===== config.mk =====
export PLATFORM = sky130hd
export DESIGN_NAME = mouse_packet_event_decoder_flat
export DESIGN_NICKNAME = d
export VERILOG_FILES = /design/src/mpd_pkg.sv /design/src/mpd_pkt_if.sv /design/src/mpd_evt_if.sv /design/src/mouse_packet_event_decoder.sv /design/src/flat_wrapper.sv
export SDC_FILE = /design/constraint.sdc
export NUM_CORES = 1
export LEC_CHECK = 0
export BUFFER_PORTS_ARGS = -buffer_cell sky130_fd_sc_hd__buf_2
export CAP_MARGIN = 20
export CORE_MARGIN = 1.5
export CORE_UTILIZATION = 52
export DETAILED_ROUTE_END_ITERATION = 16
export HOLD_SLACK_MARGIN = 0.02
export PLACE_DENSITY = 0.76
export SLEW_MARGIN = 20
export SYNTH_ARGS = -nofsm -noshare
export SYNTH_HDL_FRONTEND = slang
export SYNTH_SLANG_ARGS = --single-unit

===== constraint.sdc =====
create_clock -name i_clk -period 6.6 [get_ports i_clk]
set_clock_uncertainty 0.1 [all_clocks]
set_input_delay 0.33 -clock i_clk [delete_from_list [all_inputs] [get_ports i_clk]]
set_output_delay 0.33 -clock i_clk [all_outputs]
set_load 0.01 [all_outputs]

===== src/mpd_pkg.sv =====
// ----------------------------------------------------------------------------
// mpd_pkg: shared types and constants for the mouse packet event decoder
// Holds the sequencer states, event codes, register indexes and reset values.
// ----------------------------------------------------------------------------
`default_nettype none

package mpd_pkg;

    // Configuration port
    localparam int CFG_IDX_W  = 1;
    localparam int CFG_DATA_W = 16;

    localparam logic [CFG_IDX_W-1:0] CFG_DISPLAY_WIDTH  = 1'd0;
    localparam logic [CFG_IDX_W-1:0] CFG_DISPLAY_HEIGHT = 1'd1;

    localparam logic [15:0] RST_DISPLAY_WIDTH  = 16'd800;
    localparam logic [15:0] RST_DISPLAY_HEIGHT = 16'd600;

    // Field widths
    localparam int POS_W    = 16;
    localparam int DELTA_W  = 9;
    localparam int NBUTTONS = 5;

    // Button indexes reported with wheel clicks
    localparam logic [2:0] BTN_WHEEL_DOWN = 3'd5;
    localparam logic [2:0] BTN_WHEEL_UP   = 3'd6;

    // Event codes
    typedef enum logic [2:0] {
        EV_MOVE       = 3'd0,
        EV_WHEEL_DOWN = 3'd1,
        EV_WHEEL_UP   = 3'd2,
        EV_PRESS      = 3'd3,
        EV_RELEASE    = 3'd4
    } t_event_kind;

    // Sequencer states
    typedef enum logic [1:0] {
        S_IDLE,
        S_CALC_X,
        S_CALC_Y,
        S_EMIT
    } t_state;

endpackage

`default_nettype wire


===== src/mpd_pkt_if.sv =====
// ----------------------------------------------------------------------------
// mpd_pkt_if: input channel carrying one four-byte mouse packet
// Valid/ready handshake; a transaction moves one packet.
// ----------------------------------------------------------------------------
`default_nettype none

interface mpd_pkt_if;
    logic       valid;
    logic       ready;
    logic [7:0] status_byte;
    logic [7:0] x_byte;
    logic [7:0] y_byte;
    logic [7:0] extra_byte;

    modport source (
        output valid, status_byte, x_byte, y_byte, extra_byte,
        input  ready
    );

    modport sink (
        input  valid, status_byte, x_byte, y_byte, extra_byte,
        output ready
    );
endinterface

`default_nettype wire


===== src/mpd_evt_if.sv =====
// ----------------------------------------------------------------------------
// mpd_evt_if: output channel carrying one decoded mouse event
// Valid/ready handshake; a transaction moves one event.
// ----------------------------------------------------------------------------
`default_nettype none

interface mpd_evt_if;
    logic              valid;
    logic              ready;
    logic [2:0]        event_kind;
    logic [2:0]        button_index;
    logic [15:0]       pointer_x;
    logic [15:0]       pointer_y;
    logic signed [9:0] scroll_dx;
    logic signed [8:0] scroll_dy;
    logic              last;

    modport source (
        output valid, event_kind, button_index, pointer_x, pointer_y,
               scroll_dx, scroll_dy, last,
        input  ready
    );

    modport sink (
        input  valid, event_kind, button_index, pointer_x, pointer_y,
               scroll_dx, scroll_dy, last,
        output ready
    );
endinterface

`default_nettype wire


===== src/mouse_packet_event_decoder.sv =====
// ----------------------------------------------------------------------------
// mouse_packet_event_decoder: wheel-and-five-button mouse packet decoder
// Turns each packet into move, wheel-click and button press/release events.
// ----------------------------------------------------------------------------
// A packet is taken when the block is idle. In states S_CALC_X and S_CALC_Y
// one shared add-and-clamp unit updates first the x and then the y pointer
// position; the events of the packet then leave one per cycle through the
// output register while the output side does not stall, move first, then one
// per wheel step, then each changed button from 0 to 4, with last set on the
// final one. A packet carries at most fourteen events. The last event may
// still wait in the output register while the next packet is taken.
// Display size writes are taken at any time through the plain write port.
`default_nettype none

module mouse_packet_event_decoder (
    input  logic                           i_clk,
    input  logic                           i_rst_n,
    mpd_pkt_if.sink                        i_pkt,
    mpd_evt_if.source                      o_evt,
    input  logic                           i_cfg_we,
    input  logic [mpd_pkg::CFG_IDX_W-1:0]  i_cfg_index,
    input  logic [mpd_pkg::CFG_DATA_W-1:0] i_cfg_data
);
    import mpd_pkg::*;

    // Control and kept state
    t_state                r_state, n_state;
    logic [POS_W-1:0]      r_width, n_width;
    logic [POS_W-1:0]      r_height, n_height;
    logic [POS_W-1:0]      r_pos_x, n_pos_x;
    logic [POS_W-1:0]      r_pos_y, n_pos_y;
    logic [NBUTTONS-1:0]   r_btn, n_btn;
    logic [NBUTTONS-1:0]   r_change, n_change;
    logic                  r_move, n_move;
    logic [3:0]            r_wheel_cnt, n_wheel_cnt;
    logic                  r_wheel_up, n_wheel_up;
    logic                  r_out_valid, n_out_valid;

    // Packet payload held for the whole sequence
    logic signed [DELTA_W-1:0] r_dx, r_dy;

    // Output register payload
    t_event_kind           r_kind;
    logic [2:0]            r_index;
    logic [POS_W-1:0]      r_out_x, r_out_y;
    logic signed [9:0]     r_out_dx;
    logic signed [8:0]     r_out_dy;
    logic                  r_last;

    // Packet decode
    logic                  pkt_accept;
    logic signed [DELTA_W-1:0] pkt_dx, pkt_dy;
    logic [3:0]            pkt_nib;
    logic [3:0]            pkt_wheel_mag;
    logic [NBUTTONS-1:0]   pkt_levels;

    // Shared add-and-clamp unit
    logic                  u_axis_y;
    logic [POS_W-1:0]      u_pos;
    logic [POS_W-1:0]      u_size;
    logic [9:0]            u_delta;
    logic [17:0]           u_sum;
    logic [POS_W-1:0]      u_res;

    // Event selection
    logic                  load;
    t_event_kind           e_kind;
    logic [2:0]            e_index;
    logic                  e_last;
    logic [2:0]            e_btn_sel;
    logic [NBUTTONS-1:0]   e_change_next;

    assign i_pkt.ready = (r_state == S_IDLE);
    assign pkt_accept  = i_pkt.valid && i_pkt.ready;

    // Rebuild 9-bit movements and wheel magnitude
    assign pkt_dx        = {i_pkt.status_byte[4], i_pkt.x_byte};
    assign pkt_dy        = {i_pkt.status_byte[5], i_pkt.y_byte};
    assign pkt_nib       = i_pkt.extra_byte[3:0];
    assign pkt_wheel_mag = pkt_nib[3] ? 4'(5'd16 - {1'b0, pkt_nib}) : pkt_nib;
    assign pkt_levels    = {i_pkt.extra_byte[5:4], i_pkt.status_byte[2:0]};

    // Add the axis delta and clamp to the display size
    always_comb begin
        u_axis_y = (r_state == S_CALC_Y);
        u_pos    = u_axis_y ? r_pos_y : r_pos_x;
        u_size   = u_axis_y ? r_height : r_width;
        u_delta  = u_axis_y ? 10'(-{r_dy[DELTA_W-1], r_dy}) : {r_dx[DELTA_W-1], r_dx};
        u_sum    = {2'b00, u_pos} + {{8{u_delta[9]}}, u_delta};
        if (u_sum[17]) begin
            u_res = '0;
        end else if (u_size == '0) begin
            u_res = '0;
        end else if (u_sum[16:0] >= {1'b0, u_size}) begin
            u_res = u_size - POS_W'(1);
        end else begin
            u_res = u_sum[POS_W-1:0];
        end
    end

    // Pick the next event: move, then wheel steps, then lowest changed button
    always_comb begin
        e_btn_sel = '0;
        for (int i = NBUTTONS - 1; i >= 0; i--) begin
            if (r_change[i]) begin
                e_btn_sel = 3'(i);
            end
        end
        e_change_next = r_change & (r_change - NBUTTONS'(1));
        if (r_move) begin
            e_kind  = EV_MOVE;
            e_index = 3'd0;
            e_last  = (r_wheel_cnt == '0) && (r_change == '0);
        end else if (r_wheel_cnt != '0) begin
            e_kind  = r_wheel_up ? EV_WHEEL_UP : EV_WHEEL_DOWN;
            e_index = r_wheel_up ? BTN_WHEEL_UP : BTN_WHEEL_DOWN;
            e_last  = (r_wheel_cnt == 4'd1) && (r_change == '0);
        end else begin
            e_kind  = r_btn[e_btn_sel] ? EV_PRESS : EV_RELEASE;
            e_index = e_btn_sel;
            e_last  = (e_change_next == '0);
        end
    end

    assign load = (r_state == S_EMIT) && (!r_out_valid || o_evt.ready);

    // Sequencer: next state and state updates
    always_comb begin
        n_state     = r_state;
        n_width     = r_width;
        n_height    = r_height;
        n_pos_x     = r_pos_x;
        n_pos_y     = r_pos_y;
        n_btn       = r_btn;
        n_change    = r_change;
        n_move      = r_move;
        n_wheel_cnt = r_wheel_cnt;
        n_wheel_up  = r_wheel_up;
        n_out_valid = r_out_valid;

        if (i_cfg_we) begin
            unique case (i_cfg_index)
                CFG_DISPLAY_WIDTH:  n_width  = i_cfg_data;
                CFG_DISPLAY_HEIGHT: n_height = i_cfg_data;
                default: ;
            endcase
        end

        if (o_evt.ready) begin
            n_out_valid = 1'b0;
        end

        unique case (r_state)
            S_IDLE: begin
                if (pkt_accept) begin
                    n_move      = (pkt_dx != '0) || (pkt_dy != '0);
                    n_wheel_cnt = pkt_wheel_mag;
                    n_wheel_up  = pkt_nib[3];
                    n_change    = pkt_levels ^ r_btn;
                    n_btn       = pkt_levels;
                    n_state     = S_CALC_X;
                end
            end
            S_CALC_X: begin
                if (r_move) begin
                    n_pos_x = u_res;
                end
                n_state = S_CALC_Y;
            end
            S_CALC_Y: begin
                if (r_move) begin
                    n_pos_y = u_res;
                end
                if (r_move || (r_wheel_cnt != '0) || (r_change != '0)) begin
                    n_state = S_EMIT;
                end else begin
                    n_state = S_IDLE;
                end
            end
            S_EMIT: begin
                if (load) begin
                    n_out_valid = 1'b1;
                    if (r_move) begin
                        n_move = 1'b0;
                    end else if (r_wheel_cnt != '0) begin
                        n_wheel_cnt = r_wheel_cnt - 4'd1;
                    end else begin
                        n_change = e_change_next;
                    end
                    if (e_last) begin
                        n_state = S_IDLE;
                    end
                end
            end
            default: n_state = S_IDLE;
        endcase
    end

    // Hold state and control
    always_ff @(posedge i_clk) begin
        if (!i_rst_n) begin
            r_state     <= S_IDLE;
            r_width     <= RST_DISPLAY_WIDTH;
            r_height    <= RST_DISPLAY_HEIGHT;
            r_pos_x     <= '0;
            r_pos_y     <= '0;
            r_btn       <= '0;
            r_change    <= '0;
            r_move      <= 1'b0;
            r_wheel_cnt <= '0;
            r_wheel_up  <= 1'b0;
            r_out_valid <= 1'b0;
        end else begin
            r_state     <= n_state;
            r_width     <= n_width;
            r_height    <= n_height;
            r_pos_x     <= n_pos_x;
            r_pos_y     <= n_pos_y;
            r_btn       <= n_btn;
            r_change    <= n_change;
            r_move      <= n_move;
            r_wheel_cnt <= n_wheel_cnt;
            r_wheel_up  <= n_wheel_up;
            r_out_valid <= n_out_valid;
        end
    end

    // Capture packet movement and load the output register
    always_ff @(posedge i_clk) begin
        if (pkt_accept) begin
            r_dx <= pkt_dx;
            r_dy <= pkt_dy;
        end
        if (load) begin
            r_kind   <= e_kind;
            r_index  <= e_index;
            r_out_x  <= r_pos_x;
            r_out_y  <= r_pos_y;
            r_out_dx <= 10'(-{r_dx[DELTA_W-1], r_dx});
            r_out_dy <= r_dy;
            r_last   <= e_last;
        end
    end

    assign o_evt.valid        = r_out_valid;
    assign o_evt.event_kind   = r_kind;
    assign o_evt.button_index = r_index;
    assign o_evt.pointer_x    = r_out_x;
    assign o_evt.pointer_y    = r_out_y;
    assign o_evt.scroll_dx    = r_out_dx;
    assign o_evt.scroll_dy    = r_out_dy;
    assign o_evt.last         = r_last;

endmodule

`default_nettype wire


===== src/flat_wrapper.sv =====
// flat-port wrapper written by rule: the top's interface ports become plain ports
module mouse_packet_event_decoder_flat import mpd_pkg::*;
  (i_clk, i_rst_n, i_cfg_we, i_cfg_index, i_cfg_data, i_pkt_valid, i_pkt_status_byte, i_pkt_x_byte, i_pkt_y_byte, i_pkt_extra_byte, i_pkt_ready, o_evt_valid, o_evt_event_kind, o_evt_button_index, o_evt_pointer_x, o_evt_pointer_y, o_evt_scroll_dx, o_evt_scroll_dy, o_evt_last, o_evt_ready);
  mpd_pkt_if i_pkt_i ();
  mpd_evt_if o_evt_i ();
  input  logic i_clk;
  input  logic i_rst_n;
  input  logic i_cfg_we;
  input  logic [mpd_pkg::CFG_IDX_W-1:0] i_cfg_index;
  input  logic [mpd_pkg::CFG_DATA_W-1:0] i_cfg_data;
  input wire logic [$bits(i_pkt_i.valid)-1:0] i_pkt_valid;
  input wire logic [$bits(i_pkt_i.status_byte)-1:0] i_pkt_status_byte;
  input wire logic [$bits(i_pkt_i.x_byte)-1:0] i_pkt_x_byte;
  input wire logic [$bits(i_pkt_i.y_byte)-1:0] i_pkt_y_byte;
  input wire logic [$bits(i_pkt_i.extra_byte)-1:0] i_pkt_extra_byte;
  output wire logic [$bits(i_pkt_i.ready)-1:0] i_pkt_ready;
  output wire logic [$bits(o_evt_i.valid)-1:0] o_evt_valid;
  output wire logic [$bits(o_evt_i.event_kind)-1:0] o_evt_event_kind;
  output wire logic [$bits(o_evt_i.button_index)-1:0] o_evt_button_index;
  output wire logic [$bits(o_evt_i.pointer_x)-1:0] o_evt_pointer_x;
  output wire logic [$bits(o_evt_i.pointer_y)-1:0] o_evt_pointer_y;
  output wire logic [$bits(o_evt_i.scroll_dx)-1:0] o_evt_scroll_dx;
  output wire logic [$bits(o_evt_i.scroll_dy)-1:0] o_evt_scroll_dy;
  output wire logic [$bits(o_evt_i.last)-1:0] o_evt_last;
  input wire logic [$bits(o_evt_i.ready)-1:0] o_evt_ready;
  assign i_pkt_i.valid = i_pkt_valid;
  assign i_pkt_i.status_byte = i_pkt_status_byte;
  assign i_pkt_i.x_byte = i_pkt_x_byte;
  assign i_pkt_i.y_byte = i_pkt_y_byte;
  assign i_pkt_i.extra_byte = i_pkt_extra_byte;
  assign i_pkt_ready = i_pkt_i.ready;
  assign o_evt_valid = o_evt_i.valid;
  assign o_evt_event_kind = o_evt_i.event_kind;
  assign o_evt_button_index = o_evt_i.button_index;
  assign o_evt_pointer_x = o_evt_i.pointer_x;
  assign o_evt_pointer_y = o_evt_i.pointer_y;
  assign o_evt_scroll_dx = o_evt_i.scroll_dx;
  assign o_evt_scroll_dy = o_evt_i.scroll_dy;
  assign o_evt_last = o_evt_i.last;
  assign o_evt_i.ready = o_evt_ready;
  mouse_packet_event_decoder u_core (.i_clk(i_clk), .i_rst_n(i_rst_n), .i_pkt(i_pkt_i), .o_evt(o_evt_i), .i_cfg_we(i_cfg_we), .i_cfg_index(i_cfg_index), .i_cfg_data(i_cfg_data));
endmodule

==> results of run 1 <==
[cell families (layout without fill, tap and decap cells)]
kind of cell,Yosys count,count (layout)
buf+inv,64,194
compound gates,185,185
flops,159,159
xor+xnor,45,45
fa+ha+maj,45,45
mux,58,58
simple gates,300,300
[cell type report]
type                            count  share of cell area
Clock inverter                     13             0.01349
Sequential cell                   159              0.4012
Clock buffer                       19             0.04506
Inverter                           31             0.01184
Tap cell                          216             0.02749
Timing Repair Buffer              131             0.07765
Multi-Input combinational cell    633              0.4232
[layer usage]
layer | track usage | share of wire
met2 | 0.3645 | 0.46
met1 | 0.3256 | 0.47
met5 | 0 | 0
met4 | 0.07582 | 0.016
met3 | 0.03567 | 0.051
[per-stage QoR]
| step | power, mW | std cells | hold WS, ns | worst slack (ns) |
|---|---|---|---|---|
| after floorplan | 2.090 | 856 | 0.3244 | 0.4540 |
| after global placement | 2.325 | 1150 | 0.3362 | 0.9145 |
| after detailed placement | 2.346 | 1150 | 0.3442 | 0.8381 |
| after CTS | 3.302 | 1202 | 0.02088 | 0.8085 |
| after global routing | 3.510 | 1202 | 0.05869 | 0.2976 |
| final | 3.309 | 1202 | 0.03186 | 0.7379 |
[power by group through the flow]
| stage | Clock, mW | Sequential, mW | Combinational (mW) |
|---|---|---|---|
| final | 0.954 | 1.25 | 1.11 |
| after global routing | 1.01 | 1.26 | 1.24 |
| after CTS | 0.961 | 1.25 | 1.09 |
| after detailed placement | 0 | 1.27 | 1.08 |
| after global placement | 0 | 1.26 | 1.06 |
| after floorplan | 0 | 1.24 | 0.850 |
[sequential cells by signal (all words and copies together) (netlist names), 3 cells and up]
| signal | flops |
|---|---|
| u_core.r_btn | 5 |
| u_core.r_pos_x | 16 |
| u_core.r_change | 5 |
| u_core.o_evt.scroll_dy | 9 |
| u_core.r_wheel_cnt | 4 |
| u_core.o_evt.scroll_dx | 10 |
| u_core.r_dy | 9 |
| u_core.r_width | 16 |
| u_core.r_dx | 9 |
| u_core.o_evt.event_kind | 3 |
| u_core.r_pos_y | 16 |
| u_core.o_evt.button_index | 3 |
| u_core.r_height | 16 |
| u_core.o_evt.pointer_y | 16 |
| u_core.o_evt.pointer_x | 16 |
[worst reg2reg max path: stages, from the launching register on]
cell and delay (ns):
edfxtp_1 0.45, or4_1 0.70, or3_4 0.46, nand3_1 0.09, o21ai_0 0.13, ha_1 0.41
nand2_1 0.09, nor2_1 0.14, nand3_1 0.13, a32oi_1 0.41, o221ai_1 0.22, xnor2_1 0.28
ha_1 0.30, a21oi_1 0.15, nor2_1 0.06, a211oi_1 0.25, nand3_1 0.16, mux2i_4 0.62
mux2i_1 0.42, o21ai_1 0.10
[cell usage in the layout, fill, tap and decap left out, types with 3 or more instances in the layout]
cell	count
a211oi_1	5
a21boi_0	35
a21o_1	12
a21oi_1	30
a22oi_1	5
and2_1	6
buf_2	108
buf_4	3
clkbuf_16	17
clkinv_4	5
clkinvlp_4	3
dfxtp_1	83
dlygate4sd3_1	20
edfxtp_1	76
ha_1	43
inv_1	30
mux2_2	22
mux2i_1	31
mux2i_2	3
nand2_1	149
nand2b_1	12
nand3_1	20
nor2_1	42
nor2b_1	15
nor3_1	28
nor4_1	7
o21a_1	4
o21ai_0	22
o21ai_1	35
o22ai_1	5
o31ai_1	5
o41ai_1	4
or2_2	3
or3_1	4
or4_1	4
xnor2_1	31
xor2_1	14
[worst min path at each step]
stage                               startpoint                                    to
2_1_floorplan         u_core.r_dy[4]$_DFFE_PP_   u_core.o_evt.scroll_dy[4]$_DFFE_PP_
3_3_place_gp    u_core.r_pos_y[9]$_SDFFE_PN0P_   u_core.o_evt.pointer_y[9]$_DFFE_PP_
3_5_place_dp   u_core.r_pos_y[10]$_SDFFE_PN0P_  u_core.o_evt.pointer_y[10]$_DFFE_PP_
4_1_cts                          i_cfg_data[9]       u_core.r_height[9]$_SDFFE_PN1P_
5_1_grt                          i_cfg_data[9]       u_core.r_height[9]$_SDFFE_PN1P_
6_report                         i_cfg_data[9]       u_core.r_height[9]$_SDFFE_PN1P_
[timing repair]
item                                    4_1_cts  5_1_grt
gates resized for setup                       0        0
endpoints found under the hold margin        20        0
endpoints found under the setup margin        0        0
hold buffers                                 20        0
buffers inserted                              0        0
==> reports/metrics.csv, run 1 <==
metric;value;unit
clk-insertion-delay-late;0.43;ns
grt.total_usage;0.2305;
wire_per_inst;15.34;um
first_global_vias;6041;
irDropWorstVdd;223.1;uV
place_congestion;0.8636;
numPortBuffers;108;
seq_power_share;0.377;
synth_seq_cells;159;
synthFlopType;dfxtp_1;
core_area;0.01577;sq mm
worstPathArrival;6.03;ns
crit-reg2reg-capture;u_core.r_pos_y[8]$_SDFFE_PN0P_;
globalRoute.totalOverflow;0;
post-route-drc-count;0;
antenna_cells_inserted;0;
fmax;170.6;MHz
dpl-instance-area;0.009054;sq mm
worstRegToRegCells;19;
max_slew_margin;0.2809;
synth_top_family_by_area;simple AND/OR/NAND/NOR gates;
num_rows;46;
clock_tree.root_cell;clkbuf_16;
floorplan.die.width;129.7;um
yosysUniqueCellTypes;61;
yosys_warnings;0;
drt_first_pass_iters;5;
timing.setup.tns;0;ns
criticalPathCategory;register to register;
worstSetupStartpointType;register;
critical_path.most_common_cell;nand3_1;
cp.required;6.77;ns
initial_utilization;0.5295;
synth.cell_area;0.008351;sq mm
critPathMaxStageDelay;0.70;ns
design.die.area;0.01683;sq mm
p_sw_frac;0.3531;
finalInstanceArea;0.009829;sq mm
worst_path_max_delay_cell;or4_1;
ys_top_cells_by_area;edfxtp_1 27%, dfxtp_1 20%, nand2_1 6.7%;
io_pins;114;
yosysMostFrequentCell;nand2_1;
cp_top_family;simple AND/OR/NAND/NOR gates;
avgSynthCellArea;9.755;sq um
final_period_minus_worst_setup_slack;5.862;ns
grt_pass1_wl;30.25;mm
crit_path_end_kind;register;
cts.sink_count;159;
postRouteWirelength;18.43;mm
power.switching;1.169;mW
synth_fa_ha_area_frac;0.06832;
synthSimpleGateAreaFrac;0.1615;
via_per_inst;5.417;
antenna_found_initial;0;
drt_iter0_markers;439;
synth_largest_type_area_fraction;0.2733;
worst_setup_hold_path_clk_slew;0.07;ns
synthToLayoutAreaGrowth;17.71;%
crit_path_start;u_core.r_dy[1]$_DFFE_PP_;
min_path_cells;3;
yosysSeqAreaShare;0.4723;
critical_path.max_fanout;16;
hold_violations;0;
cts_tree;done;
power.combinational.fraction;0.334;
synth_commonest_cells;149 x nand2_1, 83 x dfxtp_1, 76 x edfxtp_1;
cts-buffers-inserted;17;
hp-class;primary input to register;
routed-via-count;6511;
register_area;0.003944;sq mm
critical_path_cell_count;19;
cts_buffer_depth;2;
cts.htree.levels;4;
crit_path_buf_inv_count;0;
final_core_util;0.6233;
synthesis.nets;955;
synthArstFlopShare;0;
synth-compound-area-share;0.1438;
drtAntennaViolNets;0;
outcome;complete, no violations;
worst-r2r-setup-slack;0.74;ns
synthXorXnorAreaFrac;0.04720;
synth_top_area_cell;edfxtp_1;
max_cap_violations;0;
layout_cell_share_with_drive_strength_beyond_1;0.1815;
grt_start_max_net_pins;59;
p_per_area;336.7;mW/mm^2
critical_path_cell_list;or4_1 -> or3_4 -> nand3_1 -> o21ai_0 -> ha_1 -> nand2_1 -> nor2_1 -> nand3_1 -> a32oi_1 -> o221ai_1 -> xnor2_1 -> ha_1 -> a21oi_1 -> nor2_1 -> a211oi_1 -> nand3_1 -> mux2i_4 -> mux2i_1 -> o21ai_1;
p_leak;3.950;nW
critical_path.endpoint;u_core.r_pos_y[8]$_SDFFE_PN0P_;
yosys-mux-area-fraction;0.07582;
timing.rr.start;u_core.r_dy[1]$_DFFE_PP_;
clock_power_share;0.288;
final_max_slew_viol_count;0;
die_h;129.7;um
final_min_period_over_clock_period;0.8882;
worstMarginPinSlew;1.058;ns
postSynthCellCount;856;
report.final.setup_viol;0;
grt_setup_unrepaired;false;
multi_input_area;0.004160;sq mm
cellInternalPower;2.141;mW
design.final.nets;1072;
fillCellCount;1355;
dp_hpwl;12.96;mm
number_of_enable_flip_flop_cells_after_synthesis;76;
(Power assumes the default switching activity.)
==> run 2: changes to the inputs <==
--- a/config.mk
+++ b/config.mk
@@ -8,10 +8,12 @@
 export BUFFER_PORTS_ARGS = -buffer_cell sky130_fd_sc_hd__buf_2
 export CAP_MARGIN = 20
 export CORE_MARGIN = 1.5
-export CORE_UTILIZATION = 52
+export CORE_UTILIZATION = 54
+export CTS_BUF_LIST = sky130_fd_sc_hd__clkbuf_4 sky130_fd_sc_hd__clkbuf_8
 export DETAILED_ROUTE_END_ITERATION = 16
 export HOLD_SLACK_MARGIN = 0.02
-export PLACE_DENSITY = 0.76
+export PLACE_DENSITY = 0.79
+export SKIP_LAST_GASP = 1
 export SLEW_MARGIN = 20
 export SYNTH_ARGS = -nofsm -noshare
 export SYNTH_HDL_FRONTEND = slang
==> run 2 against run 1 <==
  * Non-clock buffer count rose by 16
  * Die area fell by 3.6%
  * Sequential power barely moved
  * Worst setup slack improved by 0.078 ns
  * Routed wire length rose by 0.73%
  * Cell count fell by 1.0%
  * First-iteration DRC count fell by 15%
  * Combinational power barely moved
  * Via count rose by 0.95%
  * Critical path type unchanged
  * Critical endpoint is now u_core.r_pos_x[2]$_SDFFE_PN0P_
  * Largest power group unchanged
==> reports/metrics.csv, run 2 (synthesized netlist as in run 1, its figures left out) <==
metric;value;unit;change
outcome;complete, no violations;;unchanged
worstMarginPinSlew;1.087;ns;was 1.058 ns
clock_tree.root_cell;clkbuf_8;;was clkbuf_16
final_min_period_over_clock_period;0.8763;;was 0.8882
final_period_minus_worst_setup_slack;5.784;ns;was 5.862 ns
design.die.area;0.01622;sq mm;was 0.01683 sq mm
drt_iter0_markers;371;;was 439
layout.cells.most_common_list;149 x nand2_1, 108 x buf_2, 83 x dfxtp_1, 76 x edfxtp_1, 43 x ha_1;;unchanged
antenna_cells_inserted;0;;unchanged
worstRegToRegCells;19;;unchanged
antenna_found_initial;0;;unchanged
cp.required;6.81;ns;was 6.77 ns
dpl-instance-area;0.009016;sq mm;was 0.009054 sq mm
finalInstanceArea;0.009767;sq mm;was 0.009829 sq mm
numPortBuffers;108;;unchanged
final_max_slew_viol_count;0;;unchanged
dp_hpwl;13.19;mm;was 12.96 mm
cp_top_family;simple AND/OR/NAND/NOR gates;;unchanged
critical_path.most_common_cell;nand3_1;;unchanged
grt_setup_unrepaired;false;;unchanged
via_per_inst;5.524;;was 5.417
grt.total_usage;0.2395;;was 0.2305
drt_first_pass_iters;5;;unchanged
layout_commonest_cell;nand2_1;;unchanged
first_global_vias;6214;;was 6,041
cts.htree.levels;4;;unchanged
post-route-drc-count;0;;unchanged
hold_path_start;i_cfg_data[7];;was i_cfg_data[9]
worstPathArrival;5.99;ns;was 6.03 ns
critical_path_cell_list;or4_1 -> or3_4 -> nand3_1 -> o21ai_0 -> ha_1 -> nand2_1 -> nor2_1 -> nand3_1 -> a32oi_1 -> o221ai_1 -> xnor2_1 -> ha_1 -> a21oi_1 -> nor2_1 -> a211oi_1 -> nand3_1 -> mux2i_4 -> mux2i_1 -> o21ai_1;;unchanged
globalRoute.totalOverflow;0;;unchanged
timing.setup.tns;0;ns;unchanged
grt_pass1_wl;30.73;mm;was 30.25 mm
max_cap_violations;0;;unchanged
layout_cell_share_with_drive_strength_beyond_1;0.1776;;was 0.1815
report.final.setup_viol;0;;unchanged
floorplan.die.width;127.4;um;was 129.7 um
synthToLayoutAreaGrowth;16.96;%;was 17.71%
hp-class;primary input to register;;unchanged
worst_path_max_delay_cell;or4_1;;unchanged
holdBufCountCts;36;;was 20
p_per_area;316.7;mW/mm^2;was 336.7 mW/mm^2
irDropWorstVdd;188.9;uV;was 223.1 uV
p_leak;3.945;nW;was 3.950 nW
num_rows;45;;was 46
cts_buffer_depth;2;;unchanged
io_pins;114;;unchanged
die_h;127.4;um;was 129.7 um
cts-buffers-inserted;17;;unchanged
cts.repair.resized;0;;unchanged
design.final.nets;1088;;was 1,072
crit_path_start;u_core.r_dy[1]$_DFFE_PP_;;unchanged
worstSetupStartpointType;register;;unchanged
crit-reg2reg-capture;u_core.r_pos_x[2]$_SDFFE_PN0P_;;was u_core.r_pos_y[8]$_SDFFE_PN0P_
fillCellCount;1217;;was 1,355
grt_start_max_net_pins;59;;unchanged
wire_per_inst;15.60;um;was 15.34 um
critPathMaxStageDelay;0.69;ns;was 0.70 ns
worst_setup_hold_path_clk_slew;0.08;ns;was 0.07 ns
core_area;0.01515;sq mm;was 0.01577 sq mm
crit_path_end_kind;register;;unchanged
postRouteWirelength;18.57;mm;was 18.43 mm
criticalPathCategory;register to register;;unchanged
hold_violations;0;;unchanged
fmax;172.9;MHz;was 170.6 MHz
min_path_cells;3;;unchanged
place_congestion;0.9388;;was 0.8636
max_slew_margin;0.2741;;was 0.2809
post_cts_repair_setup_buffers;0;;unchanged
hold_crit_endpoint;u_core.r_width[7]$_SDFFE_PN0P_;;was u_core.r_height[9]$_SDFFE_PN1P_
worst-r2r-setup-slack;0.82;ns;was 0.74 ns
cts_tree;done;;unchanged
clk-insertion-delay-late;0.47;ns;was 0.43 ns
crit_path_buf_inv_count;0;;unchanged
critical_path.max_fanout;16;;unchanged
routed-via-count;6573;;was 6,511
drtAntennaViolNets;0;;unchanged
timing.rr.start;u_core.r_dy[1]$_DFFE_PP_;;unchanged
cts.sink_count;159;;unchanged
critical_path_cell_count;19;;unchanged
initial_utilization;0.5513;;was 0.5295
## run 2: cell count changes in the layout (fill, tap and decap cells not counted), sizes merged
cell / previous run / this run
dlygate4sd3: 20 / 36
clkbuf: 19 / 22
clkinvlp: 3 / 1
bufinv: 1 / 2
clkinv: 7 / 6
inv: 33 / 32
## run 2: cell type report
class                   count  area (sq um)  share of cell area
multi-input cells         633          4158              0.4257
flip-flops and latches    159          3944              0.4038
repair buffers            147         923.4             0.09454
clock buffers              22         277.8             0.02844
well taps                 188         235.2             0.02408
inverters                  31         116.4             0.01191
clock inverters            10         112.6             0.01153
## run 2: metal layers
metal  GRT usage  up-vias  wire length [um]  part of all wire
met5           0        -                 0                 0
met2      0.3793      176              8457              0.46
met4     0.08957        0               361             0.019
met3     0.04564       25               921             0.050
met1      0.3282     3064              8827              0.48
li1            -     3308                 -                 -
## run 2: through the flow
| step | utilization | worst slack (ns) | hold slack, ns | std cells | total power [mW] |
|---|---|---|---|---|---|
| floorplan | - | 0.4540 | 0.3244 | 856 | 2.090 |
| global placement | 0.5953 | 0.9452 | 0.3382 | 1122 | 2.324 |
| detailed placement | 0.5953 | 0.8818 | 0.3414 | 1122 | 2.352 |
| CTS | 0.6449 | 0.8394 | 0.02023 | 1190 | 3.086 |
| global route | 0.6449 | 0.3535 | 0.02647 | 1190 | 3.294 |
| finish | 0.6449 | 0.8164 | 0.03840 | 1190 | 3.093 |
## run 2: where the power goes
group          internal [mW]  leakage [nW]  switching, mW
clock network          0.362         0.203          0.364
registers               1.16          1.40         0.0902
logic                  0.455          2.34          0.666
## run 2: worst min-delay path, delay by kind of cell
family	cells	cell delay, ns
compound gates	1	0.06
buf+inv	1	0.11
simple gates	1	0.05
## run 2: how the worst max path moves through the flow
| stage | to | slack (ns) |
|---|---|---|
| 4_1_cts | u_core.r_pos_y[8]$_SDFFE_PN0P_ | 0.84 |
| 3_3_place_gp | u_core.r_pos_x[8]$_SDFFE_PN0P_ | 0.95 |
| 6_report | u_core.r_pos_x[2]$_SDFFE_PN0P_ | 0.82 |
| 3_5_place_dp | u_core.r_pos_x[8]$_SDFFE_PN0P_ | 0.88 |
| 5_1_grt | u_core.r_pos_y[8]$_SDFFE_PN0P_ | 0.35 |
| 2_1_floorplan | u_core.r_pos_x[5]$_SDFFE_PN0P_ | 0.45 |
